File: src/rtl/core/cdtn_pkg.sv
package cdtn_pkg;

  // Field widths of one input beat
  localparam int unsigned InDayW    = 10;
  localparam int unsigned InMonthW  = 8;
  localparam int unsigned YearW     = 14;
  localparam int unsigned InHourW   = 10;
  localparam int unsigned InMinuteW = 16;

  // Field widths of one output beat
  localparam int unsigned OutDayW    = 5;
  localparam int unsigned OutMonthW  = 4;
  localparam int unsigned OutHourW   = 5;
  localparam int unsigned OutMinuteW = 6;

  // Internal widths after the carries
  localparam int unsigned WorkDayW  = 11;  // up to 1023 + 88
  localparam int unsigned HourSumW  = 12;  // up to 1023 + 1092
  localparam int unsigned QMinW     = 11;  // minute / 60, up to 1092
  localparam int unsigned QHourW    = 7;   // hour / 24, up to 88
  localparam int unsigned QMonW     = 5;   // (month - 1) / 12, up to 21
  localparam int unsigned QYearW    = 6;   // year / 400, up to 40
  localparam int unsigned YearRemW  = 9;   // year % 400

  // Reciprocal constants: floor(x / d) = (x * M) >> S over the whole input range
  localparam int unsigned MinRecipM  = 69906;
  localparam int unsigned MinRecipS  = 22;
  localparam int unsigned HourRecipM = 5462;
  localparam int unsigned HourRecipS = 17;
  localparam int unsigned MonRecipM  = 342;
  localparam int unsigned MonRecipS  = 12;
  localparam int unsigned YearRecipM = 20972;
  localparam int unsigned YearRecipS = 23;

  // Calendar constants
  localparam int unsigned MinPerHour  = 60;
  localparam int unsigned HourPerDay  = 24;
  localparam int unsigned MonPerYear  = 12;
  localparam int unsigned LeapFebDays = 29;
  localparam int unsigned Century     = 100;
  localparam int unsigned LeapCycle   = 400;
  localparam logic [YearW-1:0] YearMax = {YearW{1'b1}};

  // Queue between front and back
  localparam int unsigned QueueDepthDefault = 2;

  typedef struct packed {
    logic [InDayW-1:0]    in_day;
    logic [InMonthW-1:0]  in_month;
    logic [YearW-1:0]     in_year;
    logic [InHourW-1:0]   in_hour;
    logic [InMinuteW-1:0] in_minute;
  } in_t;

  typedef struct packed {
    logic [OutDayW-1:0]    out_day;
    logic [OutMonthW-1:0]  out_month;
    logic [YearW-1:0]      out_year;
    logic [OutHourW-1:0]   out_hour;
    logic [OutMinuteW-1:0] out_minute;
  } out_t;

  // Item after the time carries and month fold, before the day walk
  typedef struct packed {
    logic [WorkDayW-1:0]   day;
    logic [OutMonthW-1:0]  month;
    logic [YearW-1:0]      year;
    logic [OutHourW-1:0]   hour;
    logic [OutMinuteW-1:0] minute;
  } work_t;

  typedef enum logic [2:0] {
    F_IDLE,
    F_MIN,
    F_HOUR,
    F_HDIV,
    F_DAY,
    F_PUSH
  } front_state_e;

  typedef enum logic [1:0] {
    B_IDLE,
    B_YDIV,
    B_YREM,
    B_WALK
  } back_state_e;

  // Days in a month; February handled with the leap flag
  function automatic logic [OutDayW-1:0] month_days(logic [OutMonthW-1:0] month,
                                                    logic leap);
    logic [OutDayW-1:0] d;
    begin
      unique case (month)
        4'd1, 4'd3, 4'd5, 4'd7, 4'd8, 4'd10, 4'd12: d = 5'd31;
        4'd4, 4'd6, 4'd9, 4'd11:                    d = 5'd30;
        4'd2:    d = leap ? OutDayW'(LeapFebDays) : 5'd28;
        default: d = 5'd0;
      endcase
      return d;
    end
  endfunction

endpackage

File: src/rtl/core/calendar_date_time_normalizer_top.sv
// Gregorian date and time normalizer. Each input beat carries a day, month, year, hour and
// minute that may overflow; each output beat is the same instant with minute 0..59, hour
// 0..23, month 1..12 and the day within its month (a zero day stays zero, and a zero month
// then stays zero). A front end takes a new beat only after it has pushed the last one; it
// works out the minute and hour carries and the month-to-year fold by reciprocal multiplies
// and hands the item through a short queue to the back end. The back end takes an item only
// when idle, locates the year in the 400-year leap cycle (states B_YDIV and B_YREM), then
// walks off excess days one month per cycle (up to 36 months) and loads the output register,
// which a stalled output holds. Throughput is therefore set by the back end's month walk
// for long walks and by the front end for short ones.
module calendar_date_time_normalizer_top #(
  parameter int unsigned QueueDepth = cdtn_pkg::QueueDepthDefault
) (
  input  logic           clk_i,
  input  logic           rst_ni,
  input  logic           in_valid_i,
  input  cdtn_pkg::in_t  in_item_i,
  output logic           in_stall_o,
  output logic           out_valid_o,
  output cdtn_pkg::out_t out_item_o,
  input  logic           out_stall_i
);

  logic            push;
  logic            pop;
  logic            full;
  logic            empty;
  cdtn_pkg::work_t push_data;
  cdtn_pkg::work_t pop_data;

  // Accept a beat, carry the time fields and fold the months
  cdtn_front u_front (
    .clk_i       (clk_i),
    .rst_ni      (rst_ni),
    .in_valid_i  (in_valid_i),
    .in_item_i   (in_item_i),
    .in_stall_o  (in_stall_o),
    .push_o      (push),
    .push_data_o (push_data),
    .full_i      (full)
  );

  // Decouple front and back
  cdtn_queue #(
    .Depth (QueueDepth)
  ) u_queue (
    .clk_i       (clk_i),
    .rst_ni      (rst_ni),
    .push_i      (push),
    .push_data_i (push_data),
    .full_o      (full),
    .pop_i       (pop),
    .pop_data_o  (pop_data),
    .empty_o     (empty)
  );

  // Walk off excess days
  cdtn_back u_back (
    .clk_i       (clk_i),
    .rst_ni      (rst_ni),
    .empty_i     (empty),
    .pop_data_i  (pop_data),
    .pop_o       (pop),
    .out_valid_o (out_valid_o),
    .out_item_o  (out_item_o),
    .out_stall_i (out_stall_i)
  );

endmodule

File: src/rtl/core/cdtn_front.sv
module cdtn_front (
  input  logic           clk_i,
  input  logic           rst_ni,
  input  logic           in_valid_i,
  input  cdtn_pkg::in_t  in_item_i,
  output logic           in_stall_o,
  output logic           push_o,
  output cdtn_pkg::work_t push_data_o,
  input  logic           full_i
);

  cdtn_pkg::front_state_e state_q, state_d;

  logic [cdtn_pkg::InMinuteW-1:0] min_q, min_d;
  logic [cdtn_pkg::HourSumW-1:0]  hour_q, hour_d;
  logic [cdtn_pkg::WorkDayW-1:0]  day_q, day_d;
  logic [cdtn_pkg::InMonthW-1:0]  mon_q, mon_d;
  logic [cdtn_pkg::YearW-1:0]     year_q, year_d;
  logic [cdtn_pkg::QMinW-1:0]     qmin_q, qmin_d;
  logic [cdtn_pkg::QHourW-1:0]    qhr_q, qhr_d;
  logic [cdtn_pkg::QMonW-1:0]     qmon_q, qmon_d;

  logic                           accept;
  logic [cdtn_pkg::InMonthW-1:0]  mon_m1;
  logic [32:0]                    min_prod;
  logic [16:0]                    mon_prod;
  logic [24:0]                    hour_prod;
  logic [cdtn_pkg::OutMonthW-1:0] push_month;

  assign accept = in_valid_i && !in_stall_o;
  assign mon_m1 = mon_q - 8'd1;

  // Reciprocal products for the constant divisions
  assign min_prod  = 33'(min_q) * 33'(cdtn_pkg::MinRecipM);
  assign mon_prod  = 17'(mon_m1) * 17'(cdtn_pkg::MonRecipM);
  assign hour_prod = 25'(hour_q) * 25'(cdtn_pkg::HourRecipM);

  // Next state
  always_comb begin
    state_d = state_q;
    unique case (state_q)
      cdtn_pkg::F_IDLE: if (in_valid_i) state_d = cdtn_pkg::F_MIN;
      cdtn_pkg::F_MIN:  state_d = cdtn_pkg::F_HOUR;
      cdtn_pkg::F_HOUR: state_d = cdtn_pkg::F_HDIV;
      cdtn_pkg::F_HDIV: state_d = cdtn_pkg::F_DAY;
      cdtn_pkg::F_DAY:  state_d = cdtn_pkg::F_PUSH;
      cdtn_pkg::F_PUSH: if (!full_i) state_d = cdtn_pkg::F_IDLE;
      default:          state_d = cdtn_pkg::F_IDLE;
    endcase
  end

  // Handshake outputs
  always_comb begin
    in_stall_o = (state_q != cdtn_pkg::F_IDLE);
    push_o     = (state_q == cdtn_pkg::F_PUSH) && !full_i;
  end

  // Datapath: constant divisions and carries, stepped through the states
  always_comb begin
    min_d  = min_q;
    hour_d = hour_q;
    day_d  = day_q;
    mon_d  = mon_q;
    year_d = year_q;
    qmin_d = qmin_q;
    qhr_d  = qhr_q;
    qmon_d = qmon_q;
    unique case (state_q)
      cdtn_pkg::F_IDLE: begin
        if (accept) begin
          min_d  = in_item_i.in_minute;
          hour_d = cdtn_pkg::HourSumW'(in_item_i.in_hour);
          day_d  = cdtn_pkg::WorkDayW'(in_item_i.in_day);
          mon_d  = in_item_i.in_month;
          year_d = in_item_i.in_year;
        end
      end
      cdtn_pkg::F_MIN: begin
        qmin_d = min_prod[cdtn_pkg::MinRecipS +: cdtn_pkg::QMinW];
        qmon_d = mon_prod[cdtn_pkg::MonRecipS +: cdtn_pkg::QMonW];
      end
      cdtn_pkg::F_HOUR: begin
        min_d  = min_q - 16'(16'(qmin_q) * 16'(cdtn_pkg::MinPerHour));
        hour_d = hour_q + cdtn_pkg::HourSumW'(qmin_q);
        // fold months above twelve into the year
        if (mon_q > 8'(cdtn_pkg::MonPerYear)) begin
          year_d = year_q + cdtn_pkg::YearW'(qmon_q);
          mon_d  = mon_m1 - 8'(8'(qmon_q) * 8'(cdtn_pkg::MonPerYear)) + 8'd1;
        end
      end
      cdtn_pkg::F_HDIV: begin
        qhr_d = hour_prod[cdtn_pkg::HourRecipS +: cdtn_pkg::QHourW];
      end
      cdtn_pkg::F_DAY: begin
        hour_d = hour_q - 12'(12'(qhr_q) * 12'(cdtn_pkg::HourPerDay));
        day_d  = day_q + cdtn_pkg::WorkDayW'(qhr_q);
      end
      cdtn_pkg::F_PUSH: ;
      default: ;
    endcase
  end

  // Month zero steps to January when there is a day to walk
  assign push_month = (mon_q == 8'd0 && day_q != '0) ? 4'd1 : mon_q[cdtn_pkg::OutMonthW-1:0];

  always_comb begin
    push_data_o.day    = day_q;
    push_data_o.month  = push_month;
    push_data_o.year   = year_q;
    push_data_o.hour   = hour_q[cdtn_pkg::OutHourW-1:0];
    push_data_o.minute = min_q[cdtn_pkg::OutMinuteW-1:0];
  end

  always_ff @(posedge clk_i or negedge rst_ni) begin
    if (!rst_ni) begin
      state_q <= cdtn_pkg::F_IDLE;
    end else begin
      state_q <= state_d;
    end
  end

  always_ff @(posedge clk_i) begin
    min_q  <= min_d;
    hour_q <= hour_d;
    day_q  <= day_d;
    mon_q  <= mon_d;
    year_q <= year_d;
    qmin_q <= qmin_d;
    qhr_q  <= qhr_d;
    qmon_q <= qmon_d;
  end

endmodule

File: src/rtl/core/cdtn_queue.sv
module cdtn_queue #(
  parameter int unsigned Depth = cdtn_pkg::QueueDepthDefault
) (
  input  logic            clk_i,
  input  logic            rst_ni,
  input  logic            push_i,
  input  cdtn_pkg::work_t push_data_i,
  output logic            full_o,
  input  logic            pop_i,
  output cdtn_pkg::work_t pop_data_o,
  output logic            empty_o
);

  localparam int unsigned AddrW = (Depth > 1) ? $clog2(Depth) : 1;
  localparam int unsigned CntW  = $clog2(Depth + 1);
  localparam logic [AddrW-1:0] LastAddr = AddrW'(Depth - 1);

  cdtn_pkg::work_t mem_q [Depth];

  logic [AddrW-1:0] wr_ptr_q, wr_ptr_d;
  logic [AddrW-1:0] rd_ptr_q, rd_ptr_d;
  logic [CntW-1:0]  count_q, count_d;

  assign full_o     = (count_q == CntW'(Depth));
  assign empty_o    = (count_q == '0);
  assign pop_data_o = mem_q[rd_ptr_q];

  // Advance pointers and count
  always_comb begin
    wr_ptr_d = wr_ptr_q;
    rd_ptr_d = rd_ptr_q;
    count_d  = count_q;
    if (push_i) wr_ptr_d = (wr_ptr_q == LastAddr) ? '0 : wr_ptr_q + 1'b1;
    if (pop_i)  rd_ptr_d = (rd_ptr_q == LastAddr) ? '0 : rd_ptr_q + 1'b1;
    if (push_i && !pop_i) count_d = count_q + 1'b1;
    else if (pop_i && !push_i) count_d = count_q - 1'b1;
  end

  always_ff @(posedge clk_i or negedge rst_ni) begin
    if (!rst_ni) begin
      wr_ptr_q <= '0;
      rd_ptr_q <= '0;
      count_q  <= '0;
    end else begin
      wr_ptr_q <= wr_ptr_d;
      rd_ptr_q <= rd_ptr_d;
      count_q  <= count_d;
    end
  end

  always_ff @(posedge clk_i) begin
    if (push_i) mem_q[wr_ptr_q] <= push_data_i;
  end

endmodule

File: src/rtl/core/cdtn_back.sv
module cdtn_back (
  input  logic            clk_i,
  input  logic            rst_ni,
  input  logic            empty_i,
  input  cdtn_pkg::work_t pop_data_i,
  output logic            pop_o,
  output logic            out_valid_o,
  output cdtn_pkg::out_t  out_item_o,
  input  logic            out_stall_i
);

  cdtn_pkg::back_state_e state_q, state_d;

  logic [cdtn_pkg::WorkDayW-1:0]   day_q, day_d;
  logic [cdtn_pkg::OutMonthW-1:0]  mon_q, mon_d;
  logic [cdtn_pkg::YearW-1:0]      year_q, year_d;
  logic [cdtn_pkg::OutHourW-1:0]   hour_q, hour_d;
  logic [cdtn_pkg::OutMinuteW-1:0] min_q, min_d;
  logic [cdtn_pkg::QYearW-1:0]     qyr_q, qyr_d;
  logic [cdtn_pkg::YearRemW-1:0]   r400_q, r400_d;

  logic           out_valid_q, out_valid_d;
  cdtn_pkg::out_t out_q, out_d;

  logic [28:0]                  year_prod;
  logic                         leap;
  logic [cdtn_pkg::OutDayW-1:0] dim;
  logic                         step;
  logic                         out_free;
  logic                         finish;

  assign year_prod = 29'(year_q) * 29'(cdtn_pkg::YearRecipM);

  // Leap status from the year's place in the 400-year cycle
  assign leap = (r400_q[1:0] == 2'b00)
             && (r400_q != 9'(cdtn_pkg::Century))
             && (r400_q != 9'(2 * cdtn_pkg::Century))
             && (r400_q != 9'(3 * cdtn_pkg::Century));
  assign dim  = cdtn_pkg::month_days(mon_q, leap);
  assign step = (day_q != '0) && (day_q > cdtn_pkg::WorkDayW'(dim));

  assign out_free = !out_valid_q || !out_stall_i;
  assign finish   = (state_q == cdtn_pkg::B_WALK) && !step && out_free;

  // Next state
  always_comb begin
    state_d = state_q;
    unique case (state_q)
      cdtn_pkg::B_IDLE: if (!empty_i) state_d = cdtn_pkg::B_YDIV;
      cdtn_pkg::B_YDIV: state_d = cdtn_pkg::B_YREM;
      cdtn_pkg::B_YREM: state_d = cdtn_pkg::B_WALK;
      cdtn_pkg::B_WALK: if (finish) state_d = cdtn_pkg::B_IDLE;
      default:          state_d = cdtn_pkg::B_IDLE;
    endcase
  end

  // Control outputs
  always_comb begin
    pop_o = (state_q == cdtn_pkg::B_IDLE) && !empty_i;
  end

  // Datapath: load, locate the year in the 400-year cycle, then walk one month per cycle
  always_comb begin
    day_d  = day_q;
    mon_d  = mon_q;
    year_d = year_q;
    hour_d = hour_q;
    min_d  = min_q;
    qyr_d  = qyr_q;
    r400_d = r400_q;
    unique case (state_q)
      cdtn_pkg::B_IDLE: begin
        if (!empty_i) begin
          day_d  = pop_data_i.day;
          mon_d  = pop_data_i.month;
          year_d = pop_data_i.year;
          hour_d = pop_data_i.hour;
          min_d  = pop_data_i.minute;
        end
      end
      cdtn_pkg::B_YDIV: begin
        qyr_d = year_prod[cdtn_pkg::YearRecipS +: cdtn_pkg::QYearW];
      end
      cdtn_pkg::B_YREM: begin
        r400_d = cdtn_pkg::YearRemW'(year_q
               - cdtn_pkg::YearW'(cdtn_pkg::YearW'(qyr_q) * cdtn_pkg::YearW'(cdtn_pkg::LeapCycle)));
      end
      cdtn_pkg::B_WALK: begin
        if (step) begin
          day_d = day_q - cdtn_pkg::WorkDayW'(dim);
          if (mon_q == 4'(cdtn_pkg::MonPerYear)) begin
            mon_d  = 4'd1;
            year_d = year_q + 1'b1;
            // the 14-bit year wraps to zero, which starts a new cycle
            if (year_q == cdtn_pkg::YearMax ||
                r400_q == 9'(cdtn_pkg::LeapCycle - 1)) begin
              r400_d = '0;
            end else begin
              r400_d = r400_q + 1'b1;
            end
          end else begin
            mon_d = mon_q + 1'b1;
          end
        end
      end
      default: ;
    endcase
  end

  // Output register
  always_comb begin
    out_valid_d = out_valid_q;
    out_d       = out_q;
    if (finish) begin
      out_valid_d        = 1'b1;
      out_d.out_day      = day_q[cdtn_pkg::OutDayW-1:0];
      out_d.out_month    = mon_q;
      out_d.out_year     = year_q;
      out_d.out_hour     = hour_q;
      out_d.out_minute   = min_q;
    end else if (!out_stall_i) begin
      out_valid_d = 1'b0;
    end
  end

  assign out_valid_o = out_valid_q;
  assign out_item_o  = out_q;

  always_ff @(posedge clk_i or negedge rst_ni) begin
    if (!rst_ni) begin
      state_q     <= cdtn_pkg::B_IDLE;
      out_valid_q <= 1'b0;
    end else begin
      state_q     <= state_d;
      out_valid_q <= out_valid_d;
    end
  end

  always_ff @(posedge clk_i) begin
    day_q  <= day_d;
    mon_q  <= mon_d;
    year_q <= year_d;
    hour_q <= hour_d;
    min_q  <= min_d;
    qyr_q  <= qyr_d;
    r400_q <= r400_d;
    out_q  <= out_d;
  end

endmodule

File: config.mk
export PLATFORM = sky130hd
export DESIGN_NAME = calendar_date_time_normalizer_top
export DESIGN_NICKNAME = d
export VERILOG_FILES = /design/src/rtl/core/cdtn_pkg.sv /design/src/rtl/core/calendar_date_time_normalizer_top.sv /design/src/rtl/core/cdtn_front.sv /design/src/rtl/core/cdtn_queue.sv /design/src/rtl/core/cdtn_back.sv
export SDC_FILE = /design/constraint.sdc
export NUM_CORES = 1
export LEC_CHECK = 0
export BUFFER_PORTS_ARGS = -buffer_cell sky130_fd_sc_hd__buf_4
export CAP_MARGIN = 5
export CORE_UTILIZATION = 55
export DETAILED_ROUTE_END_ITERATION = 6
export HOLD_SLACK_MARGIN = 0.15
export PLACE_DENSITY = 0.75
export SLEW_MARGIN = 25
export SYNTH_ARGS = -nofsm -noshare
export SYNTH_HDL_FRONTEND = slang
export SYNTH_SLANG_ARGS = --single-unit
File: constraint.sdc
create_clock -name clk_i -period 5.2 [get_ports clk_i]
set_input_delay 1.04 -clock clk_i [delete_from_list [all_inputs] [get_ports clk_i]]
set_output_delay 1.04 -clock clk_i [all_outputs]
set_load 0.05 [all_outputs]
[Word level (Yosys, flattened, before mapping)]
Memories as Yosys holds them, arrays and structs flattened.
Index checks and enable logic that the tools add are counted.
Word-level totals
  register bits after elaboration: 183
  latch bits: 0
  bits in writable memories: 80
  ROM bits: 0
  input port bits: 62
  memories: 1
Memories
  u_queue.mem_q: depth 2, width 40, rd ports 1, clocked after memory_dff 0, wr ports 1, RTL line cdtn_queue.sv:18  | cdtn_pkg::work_t mem_q [Depth];
Cells by class
  add/subtract/negate cells: 17
  multiply operators: 8
  divide/modulo/power cells: 0
  order comparisons: 2
  eq/ne operators: 35
  shift-type cells: 0
  multiplexer cells: 44
  bitwise gates (word level): 1
  reductions and logical operators: 48
Operator list (count)
  two-way mux 14 bit: 5
  one-hot mux 14 bit (2 select lines): 2
  one-hot mux 11 bit (2 select lines): 2
  one-hot mux 12 bit (3 select lines): 1
  two-way mux 11 bit: 3
  multiplier 16 x 16 -> 32 bit (second input constant): 1
  one-hot mux 16 bit (2 select lines): 1
  multiplier 14 x 13 -> 27 bit (second input constant): 1
  two-way mux 9 bit: 3
  multiplier 12 x 12 -> 23 bit (second input constant): 1
  nonzero test 11 bit: 2
  equality test 4 bit (second input constant): 5
  one-hot mux 3 bit (6 select lines): 1
  one-hot mux 9 bit (2 select lines): 1
  equality test 4 x 3 -> 1 bit (second input constant): 4
  multiplier 8 x 8 -> 16 bit (second input constant): 1
  two-way mux 16 bit: 1
  two-way mux 4 bit: 4
  two-way mux 8 bit: 2
  one-hot mux 8 bit (2 select lines): 1
  subtractor 16 bit: 1
  one-hot mux 5 bit (3 select lines): 1
  adder 14 x 1 -> 14 bit (second input constant): 1
  adder 14 x 5 -> 14 bit: 1
  53 further kinds: 109

[Logic depth before layout (Yosys ltp)]
  word-level depth: 13
  depth in mapped cells: 20
  gate-level depth less buffers: 20

[Modules after synthesis]
Synthesis repeated with hierarchy kept, for this count alone.
Second synthesis, totals
  cells, all modules: 2157
  area total of the unflattened synthesis: 23805.3 um2
By module, submodules not included
  cdtn_front: times used 1, cells each 1347, area each 12866.1 um2
  cdtn_back: times used 1, cells each 669, area each 7662.3 um2
  cdtn_queue: times used 1, cells each 141, area each 3276.9 um2

[Worst setup path before layout]
No wires, ideal clock.
  path kind: reg-to-reg
  start: reg u_front.mon_q[2] (netlist name)
  end: reg u_front.qmon_q[4] (netlist name), data pin
  setup time: 0.260 ns
  data arrival time: 4.615 ns
  required time: 4.940 ns
  setup slack: 0.325 ns
  stages on the path, launching flop included: 19
  period minus slack after synthesis: 4.875 ns
  cells stage by stage: edfxtp_1 clkbuf_1 nor3_1 xor2_1 ha_1 fa_1 inv_1 fa_1 fa_1 inv_1 ha_1 a21o_1 a211oi_1 o211ai_1 a31oi_1 a21oi_1 o21a_1 nor2_1 xor2_1
On the way
  word-level cells in the longest chain between the ends: 2
RTL lines
  start: declaration: RTL line cdtn_front.sv:17  | logic [cdtn_pkg::InMonthW-1:0] mon_q, mon_d;
  start signal: assignment: RTL line cdtn_front.sv:126  | mon_q <= mon_d;
  subtractor 8 x 1 -> 8 bit: RTL line cdtn_front.sv:31  | assign mon_m1 = mon_q - 8'd1;
  multiplier 8 x 8 -> 16 bit: RTL line cdtn_front.sv:35  | assign mon_prod = 17'(mon_m1) * 17'(cdtn_pkg::MonRecipM);
  via u_front.mon_prod[16]: RTL line cdtn_front.sv:26  | logic [16:0] mon_prod;
  end signal: assignment: RTL line cdtn_front.sv:130  | qmon_q <= qmon_d;
  end: declaration: RTL line cdtn_front.sv:21  | logic [cdtn_pkg::QMonW-1:0] qmon_q, qmon_d;
The timed path passes the listed nets, and every way through them passes these cells.
A chain may end at the register's enable or synchronous reset.

[Worst setup path after layout]
  start: reg u_back.year_q[9] (netlist name)
  end: reg u_back.qyr_q[4] (netlist name), data pin
On the way
  word-level cells in the longest chain between the ends: 1
RTL lines
  start: declaration: RTL line cdtn_back.sv:16  | logic [cdtn_pkg::YearW-1:0] year_q, year_d;
  start signal: assignment: RTL line cdtn_back.sv:142  | year_q <= year_d;
  multiplier 14 x 13 -> 27 bit: RTL line cdtn_back.sv:32  | assign year_prod = 29'(year_q) * 29'(cdtn_pkg::YearRecipM);
  via u_back.year_prod[27]: RTL line cdtn_back.sv:25  | logic [28:0] year_prod;
  end signal: assignment: RTL line cdtn_back.sv:145  | qyr_q <= qyr_d;
  end: declaration: RTL line cdtn_back.sv:19  | logic [cdtn_pkg::QYearW-1:0] qyr_q, qyr_d;
The timed path passes the listed nets, and every way through them passes these cells.

==> flow_summary.ini <==
[finish]
final_nets = 2956
layout-drive-gt1-share_pct = 9.52
seq_area_mm2 = 0.00782
n_antenna_cell = 0
multi_input_comb_area_mm2 = 0.0140
n_fill_cell = 3311
area_growth_pct = 11.4

[outcome]
outcome = completed

[synth]
synth_edf_count = 252
synth_area_leaders = edfxtp_1, ha_1, fa_1
synth_seq_cells = 262
ys_warn_count = 0
synth_top_cell_area_share_pct = 32.3
seq_area_frac_synth_pct = 33.3
syn_inst = 2166
synthArstFlopShare_pct = 3.82
synth.most_common_cell = ha_1
syn_area_per_cell_um2 = 10.8
synth_top_cell_by_area = edfxtp_1
synth-main-ff-cell = edfxtp_1
synth.net_count = 2812
synth_commonest_cells = ha_1, inv_1, edfxtp_1, fa_1, nand2_1
synth.distinct_cells = 68
syn_area_mm2 = 0.0235

[floorplan]
dieArea_mm2 = 0.0435
die_width_um = 209
ios = 98
initial_core_util_pct = 55.8
core-area_mm2 = 0.0420
die_h_um = 209
rows = 75

[worst_setup_path]
cp_data_required_time_ns = 5.53
cp-start-kind = register
cp-end-kind = register
crit_slowest_cell = edfxtp_1
worstPathArrival_ns = 5.34
crit_path_max_incr_delay_ns = 0.57
worstSetupPathType = register to register
path_cells = fa_1 > ha_1 > inv_1 > fa_1 > inv_1 > fa_1 > inv_1 > fa_1 > inv_1 > ha_1 > a211oi_1 > nand2_1 > nor4_2 > a211oi_2 > nand3_1 > nand2_1 > o31ai_1 > xnor2_1
critPathBufInv = 4
crit_family = adder cells
cp_max_fo = 8

[timing]
relSlewSlack_pct = 31.4
final_hold_viol_count = 0
period_minus_slack_ns = 5.00
setup_viol = 0
fin_skew_ns = 0.0173
final_max_slew_viol_count = 0
worstMarginPinSlew_ns = 1.03
fmax_mhz = 200
tns_ns = 0
rsz0062_at_grt = false
fin_crit_sh_pct = 96.2

[detailed_routing]
drc_errors = 0
via_count = 15866
drt_wl_total_um = 50800
first_pass_iters = 5
wl_per_cell_um = 17.7
viasPerCell = 5.52
ant_nets = 0
drt_iter0_drc = 927

[cts]
hold_buffers = 0
clock_sinks = 262
numCtsBuffers = 29
cts_root_buffer = clkbuf_16
clk_pin_slew_ns = 0.07
clk_path_buf_depth = 3
cts_tree = built
cts_max_level = 1
insertion_delay_ns = 0.58

[global_routing]
grt_pass1_wl_um = 83200
antenna_found_initial = 0
grt_use_total_pct = 24.0
first_global_vias = 16631
grt_overflow = 0
grt_max_degree = 71

[flow_run]
maxCapViolations = 0

[place]
globalplace.congestion = 0.930
portBuffers = 97
dp_hpwl_um = 40600

[hold_path]
min_path_type = input pin to asynchronous set/reset pin
sequential cells by signal, indices dropped and copies added (netlist names), 12 cells and up:
name	count
u_front.hour_q	12
u_back.out_item_o	34
u_back.year_q	14
u_front.year_q	14
u_queue.mem_q	80
u_front.min_q	16
routing by layer:
| layer | track usage [%] | vias up | wire length (um) |
|---|---|---|---|
| met4 | 9.22 | 0 | 1800 |
| met3 | 3.31 | 81 | 2350 |
| met2 | 41.9 | 361 | 25200 |
| met1 | 30.2 | 7736 | 21500 |
| met5 | 0 | - | 0 |
| li1 | - | 7688 | - |
cell type report:
class,instances,share of cell area (%)
clock buffer,43,3.05
clock inverter,11,0.608
inverter,414,5.95
multi-input combinational,1456,53.6
sequential,262,29.9
tap,539,2.58
timing repair buffer,147,4.26
cells in the final DEF (no fill, tap or decap), types with 23 or more instances in the layout:
cell type    n
a21o_1      30
a21oi_1     85
buf_4      145
clkbuf_16   29
edfxtp_1   252
fa_1       160
ha_1       422
inv_1      413
mux2i_1     23
nand2_1    129
nand3_1     31
nor2_1      60
o21ai_0     69
o21ai_1     40
xnor2_1     90
xor2_1      56
timing repair:
item,CTS,global route
gates resized for setup,0,7
endpoints found under the setup margin,0,4
buffers inserted,0,12
through the flow:
step	setup slack [ns]	cells	util [%]	cell area, um^2	hold WS, ns
floorplan	0.325	2166	-	23500	0.400
global placement	0.280	2805	59.5	25000	0.405
detailed placement	0.172	2806	59.6	25100	0.406
CTS	0.140	2860	61.9	26000	0.274
global route	0.00638	2872	62.2	26100	0.283
finish	0.196	2872	62.2	26100	0.285
final timing paths:
check / from / endpoint / slack [ns] / cells past startpoint
max reg2reg: u_back.year_q[9] / u_back.qyr_q[4] / 0.20 / 18
max: u_back.year_q[9] / u_back.qyr_q[4] / 0.20 / 18
min in group clk_i: u_back.min_q[2] / u_back.out_item_o[2] / 0.42 / 0
min reg2reg: u_back.min_q[2] / u_back.out_item_o[2] / 0.42 / 0
min: rst_ni / u_front.state_q[2] / 0.29 / 1
max in group asynchronous: rst_ni / u_queue.rd_ptr_q / 4.73 / 1
kinds of logic after synthesis:
family / synth area share [%]
buffers and inverters: 7.17
AND/OR/NAND/NOR: 7.03
flip-flops: 33.3
XOR/XNOR: 5.45
multiplexers: 1.65
adder cells (fa/ha/maj): 36.3
AO/OA/AOI/OAI: 9.10
Power is left out: the tool's default activity adds up to more than one toggle a clock period on the data nets, which glitch-free logic cannot reach.
